### config.mk
export PLATFORM = sky130hd
export DESIGN_NAME = quoted_escaped_token_splitter_core
export DESIGN_NICKNAME = d
export VERILOG_FILES = /design/src/hw/rtl/qets_pkg.sv /design/src/hw/rtl/quoted_escaped_token_splitter_core.sv /design/src/hw/rtl/qets_front.sv /design/src/hw/rtl/qets_fifo.sv /design/src/hw/rtl/qets_back.sv
export SDC_FILE = /design/constraint.sdc
export NUM_CORES = 1
export LEC_CHECK = 0
export BUFFER_PORTS_ARGS = -buffer_cell sky130_fd_sc_hd__buf_4
export CAP_MARGIN = 40
export CORE_MARGIN = 2
export CORE_UTILIZATION = 53
export DETAILED_ROUTE_END_ITERATION = 7
export GPL_TIMING_DRIVEN = 0
export HOLD_SLACK_MARGIN = 0.05
export PLACE_DENSITY_LB_ADDON = 0.05
export SLEW_MARGIN = 30
export SYNTH_ARGS = -nofsm -noshare
export SYNTH_HDL_FRONTEND = slang
export SYNTH_SLANG_ARGS = --single-unit
### constraint.sdc
create_clock -name clk -period 2.95 [get_ports clk]
set_input_delay 0.1475 -clock clk [delete_from_list [all_inputs] [get_ports clk]]
set_output_delay 0.1475 -clock clk [all_outputs]
set_load 0.03 [all_outputs]
### src/hw/rtl/qets_pkg.sv
// qets_pkg: types, character codes and helpers for the quoted escaped token splitter
// no dependencies
package qets_pkg;

  localparam int unsigned QDEPTH = 4;
  localparam int unsigned QAW    = $clog2(QDEPTH);
  localparam int unsigned QCW    = $clog2(QDEPTH + 1);

  localparam logic [7:0] CH_BSLASH = 8'h5C;
  localparam logic [7:0] CH_DQUOTE = 8'h22;
  localparam logic [7:0] CH_APOS   = 8'h27;
  localparam logic [7:0] CH_QMARK  = 8'h3F;
  localparam logic [7:0] CH_SPACE  = 8'h20;
  localparam logic [7:0] CH_TAB    = 8'h09;
  localparam logic [7:0] CH_CR     = 8'h0D;
  localparam logic [7:0] CH_LF     = 8'h0A;
  localparam logic [7:0] CH_VT     = 8'h0B;
  localparam logic [7:0] CH_FF     = 8'h0C;
  localparam logic [7:0] CH_BEL    = 8'h07;
  localparam logic [7:0] CH_BS     = 8'h08;
  localparam logic [7:0] CH_ESC    = 8'h1B;
  localparam logic [7:0] CH_LC_A   = 8'h61;
  localparam logic [7:0] CH_LC_B   = 8'h62;
  localparam logic [7:0] CH_LC_E   = 8'h65;
  localparam logic [7:0] CH_LC_F   = 8'h66;
  localparam logic [7:0] CH_LC_N   = 8'h6E;
  localparam logic [7:0] CH_LC_R   = 8'h72;
  localparam logic [7:0] CH_LC_T   = 8'h74;
  localparam logic [7:0] CH_LC_V   = 8'h76;

  localparam logic KIND_CONTENT = 1'b0;
  localparam logic KIND_END     = 1'b1;

  // one queued result group: optional backslash prefix, then the main beat
  typedef struct packed {
    logic       pfx;
    logic       kind;
    logic       by_end;
    logic [7:0] data;
  } qets_entry_t;

  function automatic logic is_ws(input logic [7:0] b);
    return (b inside {[CH_TAB:CH_CR], CH_SPACE});
  endfunction

endpackage

### src/hw/rtl/quoted_escaped_token_splitter_core.sv
// quoted_escaped_token_splitter_core: top level of the token splitter
// depends on qets_pkg, qets_front, qets_fifo, qets_back
//
// usage
//   input beats carry one text byte in in_tdata; in_tuser high marks end of
//   stream (byte ignored). each input beat gives zero, one or two output beats.
//   output beats: out_tdata is the content or terminating byte, out_tuser[0]
//   is 0 for token content and 1 for end of token, out_tuser[1] flags a token
//   ended by end of stream, out_tlast marks the final beat of one input beat.
//   throughput: one input beat per cycle while the queue is not full; an
//   escaped unknown byte gives two output beats from the single output register.
//   a taken input beat is written into the queue, then into the output register.
//   a four-entry queue sits between the classifier and the output stage, so
//   input keeps flowing while an output beat waits; when the receiver stalls
//   the queue fills and in_tready drops once it is full.
//   reset (rst_n low, synchronous) clears the flags, the queue and out_tvalid.
module quoted_escaped_token_splitter_core (
  input  logic       clk,
  input  logic       rst_n,
  input  logic       in_tvalid,
  output logic       in_tready,
  input  logic [7:0] in_tdata,   // [7:0] in_byte
  input  logic       in_tuser,   // [0] end_of_stream
  output logic       out_tvalid,
  input  logic       out_tready,
  output logic [7:0] out_tdata,  // [7:0] out_byte
  output logic [1:0] out_tuser,  // [0] result_kind, [1] ended_by_stream_end
  output logic       out_tlast
);
  import qets_pkg::*;

  logic        q_full, q_push, q_pop, q_head_valid;
  qets_entry_t q_entry, q_head;

  qets_front u_front (
    .clk       (clk),
    .rst_n     (rst_n),
    .in_tvalid (in_tvalid),
    .in_tready (in_tready),
    .in_tdata  (in_tdata),
    .in_tuser  (in_tuser),
    .q_full    (q_full),
    .q_push    (q_push),
    .q_entry   (q_entry)
  );

  qets_fifo u_fifo (
    .clk        (clk),
    .rst_n      (rst_n),
    .push       (q_push),
    .push_entry (q_entry),
    .full       (q_full),
    .pop        (q_pop),
    .head_valid (q_head_valid),
    .head_entry (q_head)
  );

  qets_back u_back (
    .clk        (clk),
    .rst_n      (rst_n),
    .head_valid (q_head_valid),
    .head_entry (q_head),
    .pop        (q_pop),
    .out_tvalid (out_tvalid),
    .out_tready (out_tready),
    .out_tdata  (out_tdata),
    .out_tuser  (out_tuser),
    .out_tlast  (out_tlast)
  );

endmodule

### src/hw/rtl/qets_front.sv
// qets_front: accepts input beats, tracks escape/quote/token flags, classifies bytes
// depends on qets_pkg
module qets_front (
  input  logic                 clk,
  input  logic                 rst_n,
  input  logic                 in_tvalid,
  output logic                 in_tready,
  input  logic [7:0]           in_tdata,
  input  logic                 in_tuser,
  input  logic                 q_full,
  output logic                 q_push,
  output qets_pkg::qets_entry_t q_entry
);
  import qets_pkg::*;

  logic esc_r, esc_nxt;
  logic quo_r, quo_nxt;
  logic has_r, has_nxt;
  logic accept;
  logic push_c;
  qets_entry_t ent_c;

  assign in_tready = !q_full;
  assign accept    = in_tvalid && !q_full;
  assign q_push    = accept && push_c;
  assign q_entry   = ent_c;

  always_comb begin
    esc_nxt = esc_r;
    quo_nxt = quo_r;
    has_nxt = has_r;
    push_c  = 1'b0;
    ent_c   = '{pfx: 1'b0, kind: KIND_CONTENT, by_end: 1'b0, data: in_tdata};
    if (in_tuser) begin
      push_c       = 1'b1;
      ent_c.kind   = KIND_END;
      ent_c.by_end = 1'b1;
      ent_c.data   = 8'h00;
      esc_nxt      = 1'b0;
      quo_nxt      = 1'b0;
      has_nxt      = 1'b0;
    end else if (esc_r) begin
      esc_nxt = 1'b0;
      has_nxt = 1'b1;
      push_c  = 1'b1;
      if (!is_ws(in_tdata)) begin
        case (in_tdata)
          CH_LC_A: ent_c.data = CH_BEL;
          CH_LC_B: ent_c.data = CH_BS;
          CH_LC_E: ent_c.data = CH_ESC;
          CH_LC_F: ent_c.data = CH_FF;
          CH_LC_N: ent_c.data = CH_LF;
          CH_LC_R: ent_c.data = CH_CR;
          CH_LC_T: ent_c.data = CH_TAB;
          CH_LC_V: ent_c.data = CH_VT;
          CH_BSLASH, CH_APOS, CH_DQUOTE, CH_QMARK: ent_c.data = in_tdata;
          default: ent_c.pfx = 1'b1;
        endcase
      end
    end else if (in_tdata == CH_BSLASH) begin
      esc_nxt = 1'b1;
    end else if (quo_r) begin
      if (in_tdata == CH_DQUOTE) begin
        quo_nxt = 1'b0;
      end else begin
        push_c  = 1'b1;
        has_nxt = 1'b1;
      end
    end else if (in_tdata == CH_DQUOTE) begin
      quo_nxt = 1'b1;
    end else if (is_ws(in_tdata)) begin
      if (has_r) begin
        push_c     = 1'b1;
        ent_c.kind = KIND_END;
        esc_nxt    = 1'b0;
        quo_nxt    = 1'b0;
        has_nxt    = 1'b0;
      end
    end else begin
      push_c  = 1'b1;
      has_nxt = 1'b1;
    end
  end

  always_ff @(posedge clk) begin
    if (!rst_n) begin
      esc_r <= 1'b0;
      quo_r <= 1'b0;
      has_r <= 1'b0;
    end else if (accept) begin
      esc_r <= esc_nxt;
      quo_r <= quo_nxt;
      has_r <= has_nxt;
    end
  end

endmodule

### src/hw/rtl/qets_fifo.sv
// qets_fifo: short result-group queue between front and back
// depends on qets_pkg
module qets_fifo (
  input  logic                 clk,
  input  logic                 rst_n,
  input  logic                 push,
  input  qets_pkg::qets_entry_t push_entry,
  output logic                 full,
  input  logic                 pop,
  output logic                 head_valid,
  output qets_pkg::qets_entry_t head_entry
);
  import qets_pkg::*;

  qets_entry_t      mem_r [QDEPTH];
  logic [QAW-1:0]   wr_ptr_r, wr_ptr_nxt;
  logic [QAW-1:0]   rd_ptr_r, rd_ptr_nxt;
  logic [QCW-1:0]   cnt_r, cnt_nxt;
  logic             do_push, do_pop;

  assign full       = (cnt_r == QCW'(QDEPTH));
  assign head_valid = (cnt_r != '0);
  assign head_entry = mem_r[rd_ptr_r];
  assign do_push    = push && !full;
  assign do_pop     = pop && head_valid;

  always_comb begin
    wr_ptr_nxt = do_push ? wr_ptr_r + 1'b1 : wr_ptr_r;
    rd_ptr_nxt = do_pop  ? rd_ptr_r + 1'b1 : rd_ptr_r;
    cnt_nxt    = cnt_r + QCW'(do_push) - QCW'(do_pop);
  end

  always_ff @(posedge clk) begin
    if (do_push) begin
      mem_r[wr_ptr_r] <= push_entry;
    end
  end

  always_ff @(posedge clk) begin
    if (!rst_n) begin
      wr_ptr_r <= '0;
      rd_ptr_r <= '0;
      cnt_r    <= '0;
    end else begin
      wr_ptr_r <= wr_ptr_nxt;
      rd_ptr_r <= rd_ptr_nxt;
      cnt_r    <= cnt_nxt;
    end
  end

endmodule

### src/hw/rtl/qets_back.sv
// qets_back: expands queued result groups into output beats through an output register
// depends on qets_pkg
module qets_back (
  input  logic                 clk,
  input  logic                 rst_n,
  input  logic                 head_valid,
  input  qets_pkg::qets_entry_t head_entry,
  output logic                 pop,
  output logic                 out_tvalid,
  input  logic                 out_tready,
  output logic [7:0]           out_tdata,   // [7:0] out_byte
  output logic [1:0]           out_tuser,   // [0] result_kind, [1] ended_by_stream_end
  output logic                 out_tlast
);
  import qets_pkg::*;

  logic       vld_r, vld_nxt;
  logic       phase_r, phase_nxt;
  logic [7:0] data_r, data_nxt;
  logic [1:0] user_r, user_nxt;
  logic       last_r, last_nxt;
  logic       load;

  assign load = !vld_r || out_tready;

  always_comb begin
    vld_nxt   = vld_r;
    phase_nxt = phase_r;
    data_nxt  = data_r;
    user_nxt  = user_r;
    last_nxt  = last_r;
    pop       = 1'b0;
    if (load) begin
      vld_nxt = head_valid;
      if (head_valid) begin
        if (head_entry.pfx && !phase_r) begin
          // backslash ahead of an unknown escaped byte
          data_nxt  = CH_BSLASH;
          user_nxt  = {1'b0, KIND_CONTENT};
          last_nxt  = 1'b0;
          phase_nxt = 1'b1;
        end else begin
          data_nxt  = head_entry.data;
          user_nxt  = {head_entry.by_end, head_entry.kind};
          last_nxt  = 1'b1;
          phase_nxt = 1'b0;
          pop       = 1'b1;
        end
      end
    end
  end

  always_ff @(posedge clk) begin
    if (!rst_n) begin
      vld_r   <= 1'b0;
      phase_r <= 1'b0;
    end else begin
      vld_r   <= vld_nxt;
      phase_r <= phase_nxt;
    end
  end

  always_ff @(posedge clk) begin
    data_r <= data_nxt;
    user_r <= user_nxt;
    last_r <= last_nxt;
  end

  assign out_tvalid = vld_r;
  assign out_tdata  = data_r;
  assign out_tuser  = user_r;
  assign out_tlast  = last_r;

endmodule

# Word level (Yosys, flattened, before mapping)

Memories as Yosys holds them, arrays and structs flattened. A register that Yosys moved wholly into a read port is not among the register bits.
Cells that the tools add are included.
W data, S select, Z words.

$add $sub $neg: 4
Order comparisons: 2
Equality and inequality tests: 18
Muxes and demuxes: 46
Reduce and logical (&&, ||, !) cells: 16

Operators by type and width:

| kind                  | count |
|---|---|
| $eq A8 B7 Y1 const B  | 9 |
| $pmux W8 S8           | 1 |
| $mux W1               | 40 |
| $eq A8 B6 Y1 const B  | 4 |
| $mux W8               | 3 |
| $reduce_or A12 Y1     | 1 |
| $ge A8 B4 Y1 const B  | 1 |
| $le A8 B4 Y1 const B  | 1 |
| $logic_and A1 B1 Y1   | 6 |
| $ne A3 B2 Y1 const B  | 2 |
| $reduce_and A3 Y1     | 2 |
| $add A2 B1 Y2 const B | 2 |
| $mux W2               | 2 |
| $ne A2 B2 Y1 const B  | 2 |
| $add A3 B1 Y3         | 1 |
| $eq A3 B3 Y1 const B  | 1 |
| $logic_not A1 Y1      | 3 |
| $reduce_bool A3 Y1    | 1 |
| $sub A3 B1 Y3         | 1 |
| $reduce_and A2 Y1     | 1 |
| $reduce_bool A2 Y1    | 1 |
| $logic_or A1 B1 Y1    | 1 |

Register bits after elaboration: 23
Bits in writable memories: 44
Input port bits: 13
Output and inout bits: 13
Logic and storage cells: 98
Memories: 1

Memories:

| name         | words | bits a word | rd ports | clocked after Yosys merged registers in | wr ports | RTL line        | source |
|---|---|---|---|---|---|---|---|
| u_fifo.mem_r | 4     | 11          | 1        | 1                                       | 1        | qets_fifo.sv:15 | `qets_entry_t mem_r [QDEPTH];` |

# Depth between registers and ports, before layout

Gate-level depths: netlist (run 1).

Depth in word-level cells: 13
Depth in mapped cells: 11
Gate-level depth less buffers: 11

# Modules after synthesis

Synthesis (run 1) repeated with hierarchy kept, for this count alone.

Cell total of the unflattened synthesis: 228
Area total of the unflattened synthesis: 3213.1 um2

By module, submodules not included:

| module     | times used | cells an instance | area each (um2) | seq. area each (um2) |
|---|---|---|---|---|
| qets_fifo  | 1          | 105               | 2068.2          | 1501.4 |
| qets_front | 1          | 90                | 625.6           | 60.1 |
| qets_back  | 1          | 33                | 519.2           | 370.4 |

# Least setup slack after synthesis (run 1)

OpenSTA, ideal clock, no wires.

Kind: reg2reg
From: reg u_fifo.cnt_r[1]
To: reg u_fifo.cnt_r[2]
Setup time: 0.118 ns
Arrival: 2.616 ns
Required time: 2.832 ns
Path slack: 0.216 ns
Cell stages (with the launch flop): 12
Path buffers: 0
Period minus slack after synthesis: 2.734 ns
Path through: dfxtp_1 > nor3_1 > a21oi_1 > nor2b_1 > ha_1 > inv_1 > ha_1 > inv_1 > fa_1 > xor2_1 > xnor2_1 > nor2_1

Elaborated cells between the ends (all ways): 11
Classes of those cells: add/sub: 2; eq/ne: 1; mux: 2; reduce/logical: 6

RTL lines:

| item                    | RTL line        | source |
|---|---|---|
| start, declared         | qets_fifo.sv:18 | `logic [QCW-1:0] cnt_r, cnt_nxt;` |
| start signal, assigned  | qets_fifo.sv:47 | `cnt_r <= cnt_nxt;` |
| $reduce_bool A3 Y1 *    | qets_fifo.sv:22 | `assign head_valid = (cnt_r != '0);` |
| $mux W1                 | qets_back.sv:35 | `if (head_valid) begin` |
| $mux W1                 | qets_back.sv:33 | `if (load) begin` |
| $logic_and A1 B1 Y1 *   | qets_fifo.sv:25 | `assign do_pop = pop && head_valid;` |
| named net u_fifo.do_pop | qets_fifo.sv:19 | `logic do_push, do_pop;` |
| $sub A3 B1 Y3 *         | qets_fifo.sv:30 | `cnt_nxt = cnt_r + QCW'(do_push) - QCW'(do_pop);` |

Mark *: on every way through the listed nets, which the timed path passes. The rest lies on a longest branch.
A chain may end at the register's enable or synchronous reset.

==> results of run 1 <==
-- per-stage QoR --
step,hold slack [ns],area [um^2]
2_1_floorplan,0.246,3120
3_3_place_gp,0.404,3390
3_5_place_dp,0.410,3390
4_1_cts,0.0519,3610
5_1_grt,0.0696,3620
6_report,0.0636,3620
-- final cells by class --
| type | count | share of cell area |
|---|---|---|
| inverter | 8 | 0.00830 |
| tap | 72 | 0.0249 |
| multi-input combinational | 138 | 0.310 |
| sequential | 69 | 0.534 |
| timing repair buffer | 25 | 0.0512 |
| buffer | 9 | 0.0121 |
| clock buffer | 10 | 0.0353 |
| clock inverter | 6 | 0.0242 |
-- worst min path at each step --
stage,to,cells after the start
finish,u_fifo.cnt_r[0]$_SDFF_PN0_,2
global route,u_fifo.cnt_r[0]$_SDFF_PN0_,2
CTS,u_fifo.cnt_r[0]$_SDFF_PN0_,2
detailed placement,u_fifo.cnt_r[0]$_SDFF_PN0_,2
global placement,u_fifo.cnt_r[0]$_SDFF_PN0_,2
floorplan,u_fifo.mem_r[0][8]$_DFFE_PP_,0
-- power by group through the flow --
stage	Combinational (uW)	Clock, uW	Sequential (uW)
detailed placement	931	0	1390
finish	920	820	1370
global placement	910	0	1380
global route	1030	877	1390
CTS	933	837	1370
floorplan	498	0	1550
-- worst register-to-register path, cell delays in order, from the launching register on --
cell and delay [ns]:
dfxtp_1 0.35, mux4_2 0.51, nor2b_1 0.18, nor2b_1 0.24
ha_1 0.28, inv_1 0.06, ha_1 0.13, inv_1 0.05
fa_1 0.37, xor2_1 0.17, xnor2_1 0.13, nor2_1 0.05
-- cell usage after synthesis, types with 2 or more instances --
cell type	instances	area share
mux2i_1	2	0.0064
o21ai_0	7	0.011
and2_1	9	0.018
xnor2_1	2	0.0056
edfxtp_1	55	0.53
nand3_1	4	0.0064
dfxtp_1	14	0.090
or3_1	4	0.0080
xor2_1	3	0.0084
or4_1	2	0.0048
nand2b_1	4	0.0080
o41ai_1	2	0.0056
buf_2	2	0.0032
clkbuf_1	5	0.0060
ha_1	6	0.024
nor2_1	13	0.016
or2_2	4	0.0080
nand2_1	12	0.014
nand4_1	2	0.0040
mux4_2	11	0.079
inv_1	7	0.0084
nor3_1	4	0.0064
a21oi_1	9	0.014
nand3b_1	5	0.012
nor2b_1	12	0.024
-- cell families after synthesis --
kind of cell    Yosys count  synth area share
simple gates             82             0.152
flops                    69             0.620
compound gates           30            0.0702
buf+inv                  17            0.0237
mux                      14            0.0895
fa+ha+maj                 7            0.0305
xor+xnor                  5            0.0140
-- registers in the layout, summed over array words and instances (netlist names), named ones only --
signal / flops
u_fifo.wr_ptr_r: 2
u_fifo.rd_ptr_r: 2
u_front.has_r: 1
u_front.quo_r: 1
u_front.esc_r: 1
u_back.out_tlast: 1
u_back.phase_r: 1
u_back.out_tvalid: 1
u_back.out_tuser: 2
u_back.out_tdata: 8
u_fifo.cnt_r: 3
u_fifo.mem_r: 44
-- routing by layer --
metal | up-vias | part of all wire | global-route usage
met4 | 0 | 0.0072 | 0.0559
met2 | 48 | 0.50 | 0.286
li1 | 909 | - | -
met5 | - | 0 | 0
met1 | 856 | 0.44 | 0.229
met3 | 4 | 0.052 | 0.0506
==> results.ini, run 1 <==
[placed_design]
portBuffers = 24
gp_congestion = 0.808
hpwlAfterDp_um = 3490
place_inst = 320
pre_cts_ws_ns = 0.154

[global_route]
gr-usage-all-layers = 0.176
antenna_found_initial = 0
grt_pass1_wl_um = 8380
overflow = 0
grt_max_degree = 16
grt_pass1_vias = 1780

[critical_path]
crit_type = reg -> reg
reg2reg_to = u_fifo.cnt_r[2]$_SDFF_PN0_
cp-end-kind = register
crit_family = adder cells
slowest_delay_ns = 0.51
cpMaxStageDelayCell = mux4_2
crit_path_end = u_fifo.cnt_r[2]$_SDFF_PN0_
worst-path-max-fanout = 4
path_buf_inv = 2
reg2reg_slack_ns = 0.32
worstPathArrival_ns = 2.85
critical_path_depth = 11
crit_chain = mux4_2, nor2b_1, nor2b_1, ha_1, inv_1, ha_1, inv_1, fa_1, xor2_1, xnor2_1, nor2_1
rr_worst_depth = 11
critPathRequiredTime_ns = 3.18
critPathLaunchType = register

[clocking]
post-cts-setup-buffers = 0
root_buffer = clkbuf_8
clock_sinks = 69
post_cts_resized = 0
cts_buffers = 9
h-tree-depth = 3
clock_path_buffers = 2
cts_tree = done
clk_latency_ns = 0.34
cts.clk_slew.worst_paths_ns = 0.08
cts_hold_buf = 0

[routing]
drcViolationCount = 0
antenna_left = 0
post_drt_wl_per_cell_um = 14.9
vias_per_cell = 5.39
first_iter_violations = 130
drt_wl_total_um = 5030
via_count = 1817
firstDrtPassIters = 4

[sta]
fin_crit_ns = 2.63
hold_violations = 0
fmax_ghz = 0.381
setup_tns_ns = 0
grt_setup_unrepaired = no
slew-limit-headroom = 0.559
setup_ws_ns = 0.323
setup_violations = 0
tightest_slew_ns = 0.653
finalCritPeriodShare = 0.890
report.final.slew_viol_count = 0
finClkSkew_ns = 0.0116

[synth]
synth_nets = 244
seq_area_frac_synth = 0.620
synth.avg_cell_area_um2 = 13.9
syn_inst = 224
synth_area_um2 = 3120
synth.distinct_cells = 49
synth_edf_count = 55
ys_seq_elements = 69
yosysWarnings = 0
synthArstFlopShare = 0
ys.flop_type = edfxtp_1

[final_layout]
area_delta_synth_final_pct = 16.1
seqCellArea_um2 = 1930
final_cell_mix = edfxtp_1 (55), buf_4 (24), dfxtp_1 (14)
final_util = 0.645
drive_above_1_share = 0.253
multiInputGateArea_um2 = 1120
nets = 280
n_antenna_cell = 0
final_cell_count_no_fill = 337
final_common_cell = edfxtp_1
fill_cells = 429

[pwr]
total_power_uw = 3110
pwr-share-comb = 0.296
p_sw_uw = 946
seq_power_share = 0.440
swShare = 0.304
p_clk_frac = 0.264
p_int_uw = 2160
powerDensity_nw_per_um2 = 859
p_leak_uw = 0.00126
ir_worst_vdd_uv = 572

[job]
maxCapViolations = 0

[min_path]
hold_start = rst_n
min_path_type = in -> reg

[floorplanning]
initial_utilization = 0.556
ios = 26
fp.dieW_um = 80.7
die_area_um2 = 6510
core_area_um2 = 5610
rows = 27
fp.dieH_um = 80.7

[outcome]
outcome = finished clean

Note: power is estimated with default switching activity, not from simulation.
==> run 2: changes to the inputs <==
--- a/config.mk
+++ b/config.mk
@@ -7,6 +7,7 @@
 export LEC_CHECK = 0
 export BUFFER_PORTS_ARGS = -buffer_cell sky130_fd_sc_hd__buf_4
 export CAP_MARGIN = 40
+export CORE_ASPECT_RATIO = 1.4
 export CORE_MARGIN = 2
 export CORE_UTILIZATION = 53
 export DETAILED_ROUTE_END_ITERATION = 7
==> results.ini, run 2 (synthesized netlist as in run 1, its figures left out) <==
[critical_path]
crit_chain = mux4_2, nor2b_1, nor2b_1, ha_1, inv_1, ha_1, inv_1, fa_1, xor2_1, xnor2_1, nor2_1
crit_type = reg -> reg
worstPathArrival_ns = 2.87
rr_worst_depth = 11
cp-end-kind = register
critPathRequiredTime_ns = 3.17
reg2reg_slack_ns = 0.30
critPathLaunchType = register
reg2reg_to = u_fifo.cnt_r[2]$_SDFF_PN0_
cpMaxStageDelayCell = mux4_2
worst-path-max-fanout = 4
slowest_delay_ns = 0.51

[floorplanning]
ios = 26
die_area_um2 = 6520
initial_utilization = 0.539
core_area_um2 = 5780
fp.dieW_um = 68.8
rows = 33
fp.dieH_um = 94.8

[placed_design]
portBuffers = 24
dpl_cell_area_um2 = 3390
pre_cts_ws_ns = 0.189
place_inst = 318
hpwlAfterDp_um = 3510
gp_congestion = 0.756

[sta]
tightest_slew_ns = 0.600
finClkSkew_ns = 0.00865
report.final.slew_viol_count = 0
setup_violations = 0
fmax_ghz = 0.378
slew-limit-headroom = 0.595
fin_crit_ns = 2.65
hold_violations = 0
setup_ws_ns = 0.301
finalCritPeriodShare = 0.898
grt_setup_unrepaired = no

[global_route]
grt_pass1_vias = 1767
overflow = 0
grt_max_degree = 16
grt_pass1_wl_um = 8360
antenna_found_initial = 0
gr-usage-all-layers = 0.182

[routing]
drt_wl_total_um = 5060
firstDrtPassIters = 4
antenna_left = 0
via_count = 1780
vias_per_cell = 5.30
post_drt_wl_per_cell_um = 15.1
drcViolationCount = 0
first_iter_violations = 78

[clocking]
clk_latency_ns = 0.33
cts_buffers = 9
clock_sinks = 69
cts_tree = done
clock_path_buffers = 2
h-tree-depth = 3
root_buffer = clkbuf_8
cts.clk_slew.worst_paths_ns = 0.07
post-cts-setup-buffers = 0

[final_layout]
area_delta_synth_final_pct = 16.3
regMostFlops = u_fifo.mem_r
n_antenna_cell = 0
drive_above_1_share = 0.252
largest_reg_flops = 44
nets = 281
fill_cells = 464
final_util = 0.627
final_cell_count_no_fill = 336
final_common_cell = edfxtp_1
fin_area_um2 = 3630
final_cell_mix = edfxtp_1 (55), buf_4 (24), dfxtp_1 (14)

[outcome]
outcome = finished clean

[min_path]
min_path_type = in -> reg
hold_start = in_tuser
worstHoldPathCells = 1
min_to = u_fifo.mem_r[2][8]$_DFFE_PP_

[pwr]
ir_worst_vdd_uv = 394
p_leak_uw = 0.00127
total_power_uw = 3060
powerDensity_nw_per_um2 = 844

[job]
maxCapViolations = 0

## run 2: cell count changes in the layout (fill, tap and decap cells not counted)
cell           delta
bufinv_16         -2
clkbuf_16         +2
clkbuf_8          +2
clkinv_4          -2
dlygate4sd3_1     +1
## run 2: worst max path at each step
| stage | endpoint | slack, ns |
|---|---|---|
| finish | u_fifo.cnt_r[2]$_SDFF_PN0_ | 0.30 |
| global route | u_fifo.cnt_r[2]$_SDFF_PN0_ | 0.09 |
| CTS | u_fifo.cnt_r[2]$_SDFF_PN0_ | 0.16 |
| detailed placement | u_fifo.cnt_r[2]$_SDFF_PN0_ | 0.19 |
| global placement | u_fifo.cnt_r[2]$_SDFF_PN0_ | -0.19 |
| floorplan | u_fifo.cnt_r[2]$_SDFF_PN0_ | 0.22 |
## run 2: metrics by stage
stage               TNS (ns)  hold WS, ns
floorplan                  0        0.246
global placement      -0.185        0.399
global route               0       0.0915
finish                     0       0.0926
CTS                        0       0.0690
detailed placement         0        0.406
## run 2: what timing repair did
action	4_1_cts	5_1_grt
setup endpoints to repair	0	1
endpoints found under the hold margin	1	0
hold buffers	1	0
gates resized for setup	0	1
## run 2: cell type report
| type | instances | area [um^2] | area share |
|---|---|---|---|
| Clock inverter | 2 | 10.0 | 0.00276 |
| Sequential cell | 69 | 1930 | 0.533 |
| Inverter | 8 | 30.0 | 0.00828 |
| Multi-Input combinational cell | 138 | 1120 | 0.310 |
| Timing Repair Buffer | 26 | 195 | 0.0538 |
| Tap cell | 70 | 87.6 | 0.0241 |
| Buffer | 9 | 43.8 | 0.0121 |
| Clock buffer | 14 | 205 | 0.0566 |
## run 2: critical path: cells and delay by family (launching register included)
family | cells | cell delay [ns]
and+or+nand+nor | 3 | 0.48
DFF | 1 | 0.36
muxes | 1 | 0.51
adders and majority gates | 3 | 0.80
xor gates and xnor gates | 2 | 0.30
buffers and inverters | 2 | 0.11
## run 2: report_power, final
| group | internal [uW] | switching (uW) | leakage [uW] |
|---|---|---|---|
| logic | 394 | 527 | 0.000528 |
| clock network | 451 | 321 | 0.000113 |
| registers | 1290 | 73.2 | 0.000628 |
## run 2: metal layers
metal  track usage  vias up  wire, um
li1              -      913         -
met1         0.210      832      2150
met2         0.299       31      2690
met3        0.0405        4       154
met4         0.113        0        66
met5             0        -         0
